--- config.mk ---
export PLATFORM = sky130hd
export DESIGN_NAME = hann_hamming_windowing_unit
export DESIGN_NICKNAME = d
export VERILOG_FILES = /design/src/rtl/core/hhw_pkg.sv /design/src/rtl/core/hann_hamming_windowing_unit.sv
export SDC_FILE = /design/constraint.sdc
export NUM_CORES = 2
export LEC_CHECK = 0
export BUFFER_PORTS_ARGS = -buffer_cell sky130_fd_sc_hd__buf_2
export CORE_ASPECT_RATIO = 1.75
export CORE_UTILIZATION = 30
export DETAILED_ROUTE_END_ITERATION = 10
export GPL_TIMING_DRIVEN = 0
export SLEW_MARGIN = 40
export SYNTH_ARGS = -nofsm -noshare
export SYNTH_HDL_FRONTEND = slang
export SYNTH_SLANG_ARGS = --single-unit
export TNS_END_PERCENT = 30
--- constraint.sdc ---
create_clock -name clk -period 11.64 [get_ports clk]
set_input_delay 1.746 -clock clk [delete_from_list [all_inputs] [get_ports clk]]
set_output_delay 1.746 -clock clk [all_outputs]
set_load 0.01 [all_outputs]
--- src/rtl/core/hhw_pkg.sv ---
`default_nettype none
package hhw_pkg;

  // fixed widths of the data path
  localparam int SampleBits = 16;
  localparam int CoefBits   = 16;
  localparam int LenBits    = 11;
  localparam int PosBits    = 10;
  localparam int MaxWindow  = 1024;

  // configuration register indexes
  localparam logic [1:0] RegShape  = 2'd0;
  localparam logic [1:0] RegLength = 2'd1;

  // reset length of a frame
  localparam logic [LenBits-1:0] LenReset = 11'd256;

  // hamming constants in q1.15
  localparam logic [15:0] HamA = 16'd17695;
  localparam logic [15:0] HamB = 16'd15073;

  // cosine polynomial constants in q30
  localparam logic [30:0] CosC1 = 31'd1324675879;
  localparam logic [30:0] CosC2 = 31'd272375560;
  localparam logic [30:0] CosC3 = 31'd22401995;
  localparam logic [30:0] CosC4 = 31'd987048;
  localparam logic [30:0] Q30One = 31'h4000_0000;

  // horner step constant: step 0 uses c3, then c2, c1 and finally one
  function automatic logic [30:0] horner_const(input logic [1:0] step);
    logic [30:0] v;
    case (step)
      2'd0:    v = CosC3;
      2'd1:    v = CosC2;
      2'd2:    v = CosC1;
      default: v = Q30One;
    endcase
    return v;
  endfunction

endpackage
`default_nettype wire

--- src/rtl/core/hann_hamming_windowing_unit.sv ---
`default_nettype none
// Hann or Hamming windowing of a sample stream. Each input beat carries one
// signed 16-bit sample; it is multiplied by the coefficient for its place k
// (1..N) in the frame, the coefficient being worked out on the fly as
// 0.5-0.5cos(2pi k/(N+1)) or 0.54-0.46cos(2pi k/(N+1)) in unsigned q1.15,
// and the product is rounded and saturated to 16 bits. The result beat marks
// the last sample of each frame. Configuration writes (index 0 shape,
// index 1 length) apply from the next accepted sample; a length of 0 acts as
// 1 and one above 1024 acts as 1024. After a sample is accepted, a
// bit-serial restoring divider produces the phase, then one shared shift-add
// multiplier, one bit a cycle, runs five times (square of the phase and four
// polynomial steps), and the coefficient state forms the coefficient and the
// output state the product, once the output register is free. No new sample
// is taken until the last one has reached the output register. The result
// sits in an output register, so a new sample is taken while it waits.
module hann_hamming_windowing_unit (
  input  wire                             clk,
  input  wire                             rst_n,
  input  wire                             in_valid,
  output logic                            in_stall,
  input  wire signed [hhw_pkg::SampleBits-1:0] in_sample,
  output logic                            out_valid,
  input  wire                             out_stall,
  output logic signed [hhw_pkg::SampleBits-1:0] out_windowed_sample,
  output logic                            out_last_of_frame,
  input  wire                             cfg_valid,
  output logic                            cfg_ready,
  input  wire  [1:0]                      cfg_index,
  input  wire  [hhw_pkg::LenBits-1:0]     cfg_data
);
  import hhw_pkg::*;

  typedef enum logic [5:0] {
    ST_IDLE = 6'b000001,
    ST_DIV  = 6'b000010,
    ST_SQR  = 6'b000100,
    ST_HORN = 6'b001000,
    ST_COEF = 6'b010000,
    ST_OUT  = 6'b100000
  } state_t;

  state_t state_r, state_nxt;

  logic               shape_cfg_r;
  logic [LenBits-1:0] len_cfg_r;
  logic [PosBits-1:0] pos_r, pos_nxt;

  logic signed [SampleBits-1:0] x_r, x_nxt;
  logic               shape_r, shape_nxt;
  logic               last_r, last_nxt;
  logic [LenBits-1:0] d_r, d_nxt;
  logic [11:0]        rem_r, rem_nxt;
  logic [31:0]        quo_r, quo_nxt;
  logic [4:0]         cnt_r, cnt_nxt;
  logic               neg_r, neg_nxt;
  logic [30:0]        y_r, y_nxt;
  logic [30:0]        c_r, c_nxt;
  logic [1:0]         hstep_r, hstep_nxt;
  logic [30:0]        mul_a_r, mul_a_nxt;
  logic [31:0]        mul_hi_r, mul_hi_nxt;
  logic [30:0]        mul_lo_r, mul_lo_nxt;
  logic [CoefBits-1:0] coef_r, coef_nxt;

  logic               out_valid_r, out_valid_nxt;
  logic signed [SampleBits-1:0] out_sample_r, out_sample_nxt;
  logic               out_last_r, out_last_nxt;

  // frame bookkeeping at acceptance
  logic [LenBits-1:0] len_eff, k_inc, k_cl, np1, m_val;
  logic               is_last;
  // divider step
  logic [11:0]        div_t;
  logic               div_ge;
  logic [31:0]        p_fin;
  logic               p_neg;
  logic [31:0]        u_wide;
  // multiplier step
  logic [31:0]        mul_sum;
  logic [31:0]        step_hi;
  logic [30:0]        step_lo;
  logic [30:0]        prod_sh;
  logic [31:0]        horn_diff;
  // coefficient and product
  logic [30:0]        c_rnd;
  logic [15:0]        q_val;
  logic [16:0]        hann_sum;
  logic [29:0]        ham_prod;
  logic [15:0]        ham_t;
  logic signed [32:0] prod_full;
  logic signed [17:0] prod_shift;
  logic signed [SampleBits-1:0] prod_sat;
  logic               accept, out_free;

  assign accept    = in_valid && !in_stall;
  assign out_free  = !out_valid_r || !out_stall;
  assign in_stall  = (state_r != ST_IDLE);
  assign cfg_ready = 1'b1;
  assign out_valid = out_valid_r;
  assign out_windowed_sample = out_sample_r;
  assign out_last_of_frame   = out_last_r;

  // effective length and frame position
  always_comb begin
    if (len_cfg_r == '0) begin
      len_eff = 11'd1;
    end else if (len_cfg_r > LenBits'(MaxWindow)) begin
      len_eff = LenBits'(MaxWindow);
    end else begin
      len_eff = len_cfg_r;
    end
    k_inc   = {1'b0, pos_r} + 11'd1;
    is_last = (k_inc >= len_eff);
    k_cl    = (k_inc > len_eff) ? len_eff : k_inc;
    np1     = len_eff + 11'd1;
    m_val   = ({k_cl, 1'b0} > {1'b0, np1}) ? (np1 - k_cl) : k_cl;
  end

  // divider, multiplier and coefficient datapath
  always_comb begin
    div_t  = {rem_r[10:0], 1'b0};
    div_ge = (div_t >= {1'b0, d_r});
    p_fin  = {quo_r[30:0], div_ge};
    p_neg  = (p_fin > 32'h4000_0000);
    u_wide = p_neg ? (32'h8000_0000 - p_fin) : p_fin;

    mul_sum   = mul_hi_r + (mul_lo_r[0] ? {1'b0, mul_a_r} : 32'd0);
    step_hi   = {1'b0, mul_sum[31:1]};
    step_lo   = {mul_sum[0], mul_lo_r[30:1]};
    prod_sh   = {step_hi[29:0], step_lo[30]};
    horn_diff = {1'b0, horner_const(hstep_r)} - {1'b0, prod_sh};

    c_rnd    = c_r + 31'd16384;
    q_val    = c_rnd[30:15];
    hann_sum = neg_r ? (17'd32769 + {1'b0, q_val}) : (17'd32769 - {1'b0, q_val});
    ham_prod = 30'(HamB) * 30'(q_val) + 30'd16384;
    ham_t    = {1'b0, ham_prod[29:15]};

    prod_full  = x_r * $signed({1'b0, coef_r}) + 33'sd16384;
    prod_shift = 18'(prod_full >>> 15);
    if (prod_shift > 18'sd32767) begin
      prod_sat = 16'sh7fff;
    end else if (prod_shift < -18'sd32768) begin
      prod_sat = -16'sh8000;
    end else begin
      prod_sat = prod_shift[15:0];
    end
  end

  // sequencer
  always_comb begin
    state_nxt      = state_r;
    pos_nxt        = pos_r;
    x_nxt          = x_r;
    shape_nxt      = shape_r;
    last_nxt       = last_r;
    d_nxt          = d_r;
    rem_nxt        = rem_r;
    quo_nxt        = quo_r;
    cnt_nxt        = cnt_r;
    neg_nxt        = neg_r;
    y_nxt          = y_r;
    c_nxt          = c_r;
    hstep_nxt      = hstep_r;
    mul_a_nxt      = mul_a_r;
    mul_hi_nxt     = mul_hi_r;
    mul_lo_nxt     = mul_lo_r;
    coef_nxt       = coef_r;
    out_valid_nxt  = out_valid_r && out_stall;
    out_sample_nxt = out_sample_r;
    out_last_nxt   = out_last_r;
    case (state_r)
      ST_IDLE: begin
        if (accept) begin
          x_nxt     = in_sample;
          shape_nxt = shape_cfg_r;
          last_nxt  = is_last;
          pos_nxt   = is_last ? '0 : k_inc[PosBits-1:0];
          d_nxt     = np1;
          rem_nxt   = {1'b0, m_val};
          cnt_nxt   = '0;
          state_nxt = ST_DIV;
        end
      end
      ST_DIV: begin
        rem_nxt = div_ge ? (div_t - {1'b0, d_r}) : div_t;
        quo_nxt = p_fin;
        cnt_nxt = cnt_r + 5'd1;
        if (cnt_r == 5'd31) begin
          neg_nxt    = p_neg;
          mul_a_nxt  = u_wide[30:0];
          mul_lo_nxt = u_wide[30:0];
          mul_hi_nxt = '0;
          cnt_nxt    = '0;
          state_nxt  = ST_SQR;
        end
      end
      ST_SQR: begin
        mul_hi_nxt = step_hi;
        mul_lo_nxt = step_lo;
        cnt_nxt    = cnt_r + 5'd1;
        if (cnt_r == 5'd30) begin
          y_nxt      = prod_sh;
          mul_a_nxt  = CosC4;
          mul_lo_nxt = prod_sh;
          mul_hi_nxt = '0;
          hstep_nxt  = '0;
          cnt_nxt    = '0;
          state_nxt  = ST_HORN;
        end
      end
      ST_HORN: begin
        mul_hi_nxt = step_hi;
        mul_lo_nxt = step_lo;
        cnt_nxt    = cnt_r + 5'd1;
        if (cnt_r == 5'd30) begin
          cnt_nxt = '0;
          if (hstep_r == 2'd3) begin
            // cosine in q30, clamped at zero
            c_nxt     = horn_diff[31] ? '0 : horn_diff[30:0];
            state_nxt = ST_COEF;
          end else begin
            mul_a_nxt  = horn_diff[31] ? '0 : horn_diff[30:0];
            mul_lo_nxt = y_r;
            mul_hi_nxt = '0;
            hstep_nxt  = hstep_r + 2'd1;
          end
        end
      end
      ST_COEF: begin
        if (shape_r) begin
          coef_nxt = neg_r ? (HamA + ham_t) : (HamA - ham_t);
        end else begin
          coef_nxt = hann_sum[16:1];
        end
        state_nxt = ST_OUT;
      end
      ST_OUT: begin
        if (out_free) begin
          out_valid_nxt  = 1'b1;
          out_sample_nxt = prod_sat;
          out_last_nxt   = last_r;
          state_nxt      = ST_IDLE;
        end
      end
      default: begin
        state_nxt = ST_IDLE;
      end
    endcase
  end

  // control and configuration registers
  always_ff @(posedge clk) begin
    if (!rst_n) begin
      state_r     <= ST_IDLE;
      out_valid_r <= 1'b0;
      pos_r       <= '0;
      coef_r      <= '0;
      shape_cfg_r <= 1'b0;
      len_cfg_r   <= LenReset;
    end else begin
      state_r     <= state_nxt;
      out_valid_r <= out_valid_nxt;
      pos_r       <= pos_nxt;
      coef_r      <= coef_nxt;
      if (cfg_valid && cfg_ready) begin
        if (cfg_index == RegShape) begin
          shape_cfg_r <= cfg_data[0];
        end else if (cfg_index == RegLength) begin
          len_cfg_r <= cfg_data;
        end
      end
    end
  end

  // datapath registers
  always_ff @(posedge clk) begin
    x_r          <= x_nxt;
    shape_r      <= shape_nxt;
    last_r       <= last_nxt;
    d_r          <= d_nxt;
    rem_r        <= rem_nxt;
    quo_r        <= quo_nxt;
    cnt_r        <= cnt_nxt;
    neg_r        <= neg_nxt;
    y_r          <= y_nxt;
    c_r          <= c_nxt;
    hstep_r      <= hstep_nxt;
    mul_a_r      <= mul_a_nxt;
    mul_hi_r     <= mul_hi_nxt;
    mul_lo_r     <= mul_lo_nxt;
    out_sample_r <= out_sample_nxt;
    out_last_r   <= out_last_nxt;
  end

endmodule
`default_nettype wire

==> flow_summary.json <==
{
  "status": "complete, no violations",
  "die_x_microns": 241.4,
  "drive_gt1_frac": 0.05228,
  "dr.first_iter.drc_count": 1316,
  "synth_top_family_by_area": "adder cells",
  "synthMuxAreaShare": 0.01442,
  "synth.distinct_cells": 88,
  "grt_pass1_vias": 24513,
  "swShare": 0.3246,
  "cp.depth": 29,
  "cp-start-kind": "register",
  "clock_power_share": 0.326,
  "worst_r2r_path_depth": 29,
  "vias_per_cell": 5.033,
  "drv_slew": 0,
  "syn_nets": 3821,
  "hold_class": "reg -> reg",
  "sequentialPowerShare": 0.436,
  "dp.final_hpwl_microns": 71080,
  "crit_fanout": 7,
  "critPathKind": "reg -> reg",
  "cts_sinks": 282,
  "netSwitchingPower_mw": 0.9054,
  "r2r_setup_slack_ns": 2.98,
  "cts_tree": "done",
  "cts_buffers": 28,
  "hold_viol": 0,
  "hold_path_depth": 0,
  "crit_family": "adder cells",
  "fin_setup_tns_ns": 0,
  "gr-usage-all-layers": 0.1737,
  "crit_top_cell": "ha_1",
  "synth_edf_count": 237,
  "internal_power_mw": 1.884,
  "cp_slowest_cell": "xor2_1",
  "vdd_drop_max_mv": 0.1055,
  "skew_ns": 0.01593,
  "synth_xor_area_frac": 0.05924,
  "syn_to_final_growth_pct": 10.23,
  "fmax_mhz": 115.5,
  "mostFrequentLayoutCells": "inv_1 (460), ha_1 (359), nand2_1 (259)",
  "ys_seq_area_frac": 0.2664,
  "finalPower_mw": 2.789,
  "yosys_register_bits": 282,
  "cts_root_buf": "clkbuf_16",
  "required_ns": 12.19,
  "die_area_sq_mm": 0.1017,
  "syn_inst": 3180,
  "synthTopCellsByArea": "edfxtp_1 (24%), fa_1 (16%), ha_1 (15%)",
  "setup_viol": 0,
  "cts_resized": 0,
  "clk_pin_slew_worst_paths_ns": 0.07,
  "crit_arrival_ns": 9.21,
  "vias": 23217,
  "power_frac_comb": 0.239,
  "max_stage_delay_ns": 0.61,
  "core_area_sq_mm": 0.09935,
  "netlist_area_sq_mm": 0.03010,
  "grt_remaining_overflow": 0,
  "nNetsFinal": 3913,
  "grt_max_degree": 41,
  "slew-limit-headroom": 0.4752,
  "cp_num_buf_inv": 3,
  "antenna_found_initial": 8,
  "clock_latency_ns": 0.61,
  "antenna_left": 0,
  "start_util": 0.3029,
  "dr.pass1.iters": 5,
  "grt_first_pass_wirelength_microns": 136100,
  "cts_setup_buffers": 0,
  "layout_commonest_cell": "inv_1",
  "ios": 54,
  "period_needed_ns": 8.656,
  "h-tree-depth": 1,
  "io_buffers": 51,
  "rsz0062_at_grt": "false",
  "yosysWarnings": 0,
  "syn_avg_cell_area_sq_um": 9.465,
  "drt_wl_total_microns": 87540,
  "ys_dominant_reg_cell": "edfxtp_1",
  "std_cell_rows": 153,
  "die_h_microns": 421.0,
  "async_flop_share": 0,
  "p_leak_nw": 14.71,
  "power_density_mw_per_mm2": 84.06,
  "worstMarginPinSlew_ns": 0.7848,
  "fin_crit_sh": 0.7437,
  "ctsHoldBuffers": 0,
  "synth_area_leader_cell": "edfxtp_1",
  "fillers": 10191,
  "drv_cap": 0,
  "synth_adder_area_share": 0.3142,
  "routabilityCongestion": 0.9065,
  "synthSimpleGateAreaFrac": 0.1433,
  "synth-compound-area-share": 0.1306,
  "cp-end-kind": "register",
  "routedWlPerCell_microns": 18.98,
  "drc": 0,
  "netlist.area_leader.share": 0.2364,
  "cts_buffer_depth": 3
}
cells by family (layout without fill, tap and decap cells):
family / Yosys count / count (layout)
AO/OA/AOI/OAI: 592 / 592
XOR/XNOR: 201 / 201
adder cells (fa/ha/maj): 607 / 607
buffers and inverters: 569 / 679
flip-flops: 282 / 282
multiplexers: 43 / 43
other: 1 / 7
AND/OR/NAND/NOR: 885 / 885
Yosys cell counts, types with 14 or more instances:
cell,count
inv_1,460
ha_1,359
nand2_1,259
fa_1,248
edfxtp_1,237
nor2_1,223
a21oi_1,163
and2_1,149
xnor2_1,130
o21ai_0,94
clkbuf_1,80
xor2_1,68
a21o_1,65
nand3_1,51
dfxtp_1,45
mux2i_1,40
nor3_1,39
o21ai_1,29
o211ai_1,27
a31oi_1,25
nand2b_1,25
nor2b_1,25
and3_1,21
nand4_1,20
o21bai_1,20
a211oi_1,18
o21a_1,16
a22oi_1,15
a21boi_0,14
a222oi_1,14
layout make-up:
class | instances | area, sq um | share of cell area
Clock buffer | 40 | 788.3 | 0.02376
Multi-Input combinational cell | 2329 | 20030 | 0.6036
Inverter | 470 | 1767 | 0.05325
Antenna cell | 6 | 15.01 | 0.0004525
Tap cell | 1317 | 1648 | 0.04966
Timing Repair Buffer | 62 | 444.2 | 0.01339
Clock inverter | 8 | 72.57 | 0.002187
Sequential cell | 282 | 8018 | 0.2416
Buffer | 99 | 399.1 | 0.01203
worst paths after layout:
kind	endpoint	startpoint
worst min register to register	out_last_of_frame	last_r
worst min-delay path	out_last_of_frame	last_r
worst max register to register	coef_r[11]	c_r[14]
worst max-delay path	coef_r[11]	c_r[14]
sequential cells by signal (all words and copies together) (netlist names), 16 cells and up:
register             count
mul_a_r                 31
mul_hi_r                31
mul_lo_r                31
quo_r                   31
y_r                     31
c_r                     17
coef_r                  16
out_windowed_sample     16
x_r                     16
power by group through the flow:
stage / logic (mW) / registers, mW / clock network [mW]
global placement: 0.646 / 1.24 / 0
finish: 0.665 / 1.21 / 0.909
floorplan: 0.471 / 1.22 / 0
global route: 0.740 / 1.22 / 0.954
detailed placement: 0.665 / 1.24 / 0
CTS: 0.669 / 1.21 / 0.931
metal layers:
layer,share of wire,vias to the layer above,track usage
li1,-,10962,-
met1,0.35,11432,0.1701
met2,0.55,566,0.3306
met3,0.033,253,0.01919
met4,0.075,4,0.1236
met5,0.00039,-,0
metrics by stage:
step	setup WS (ns)	utilization	hold WS, ns	instances	cell area, sq um
floorplan	4.173	-	0.4003	3180	30100
detailed placement	2.965	0.3251	0.4153	4559	32300
CTS	2.958	0.3338	0.4123	4607	33160
global placement	1.961	0.3221	0.4095	4548	32000
global route	2.520	0.3340	0.4170	4613	33180
finish	2.984	0.3340	0.4177	4613	33180
Power figures use the tool's default switching activity.
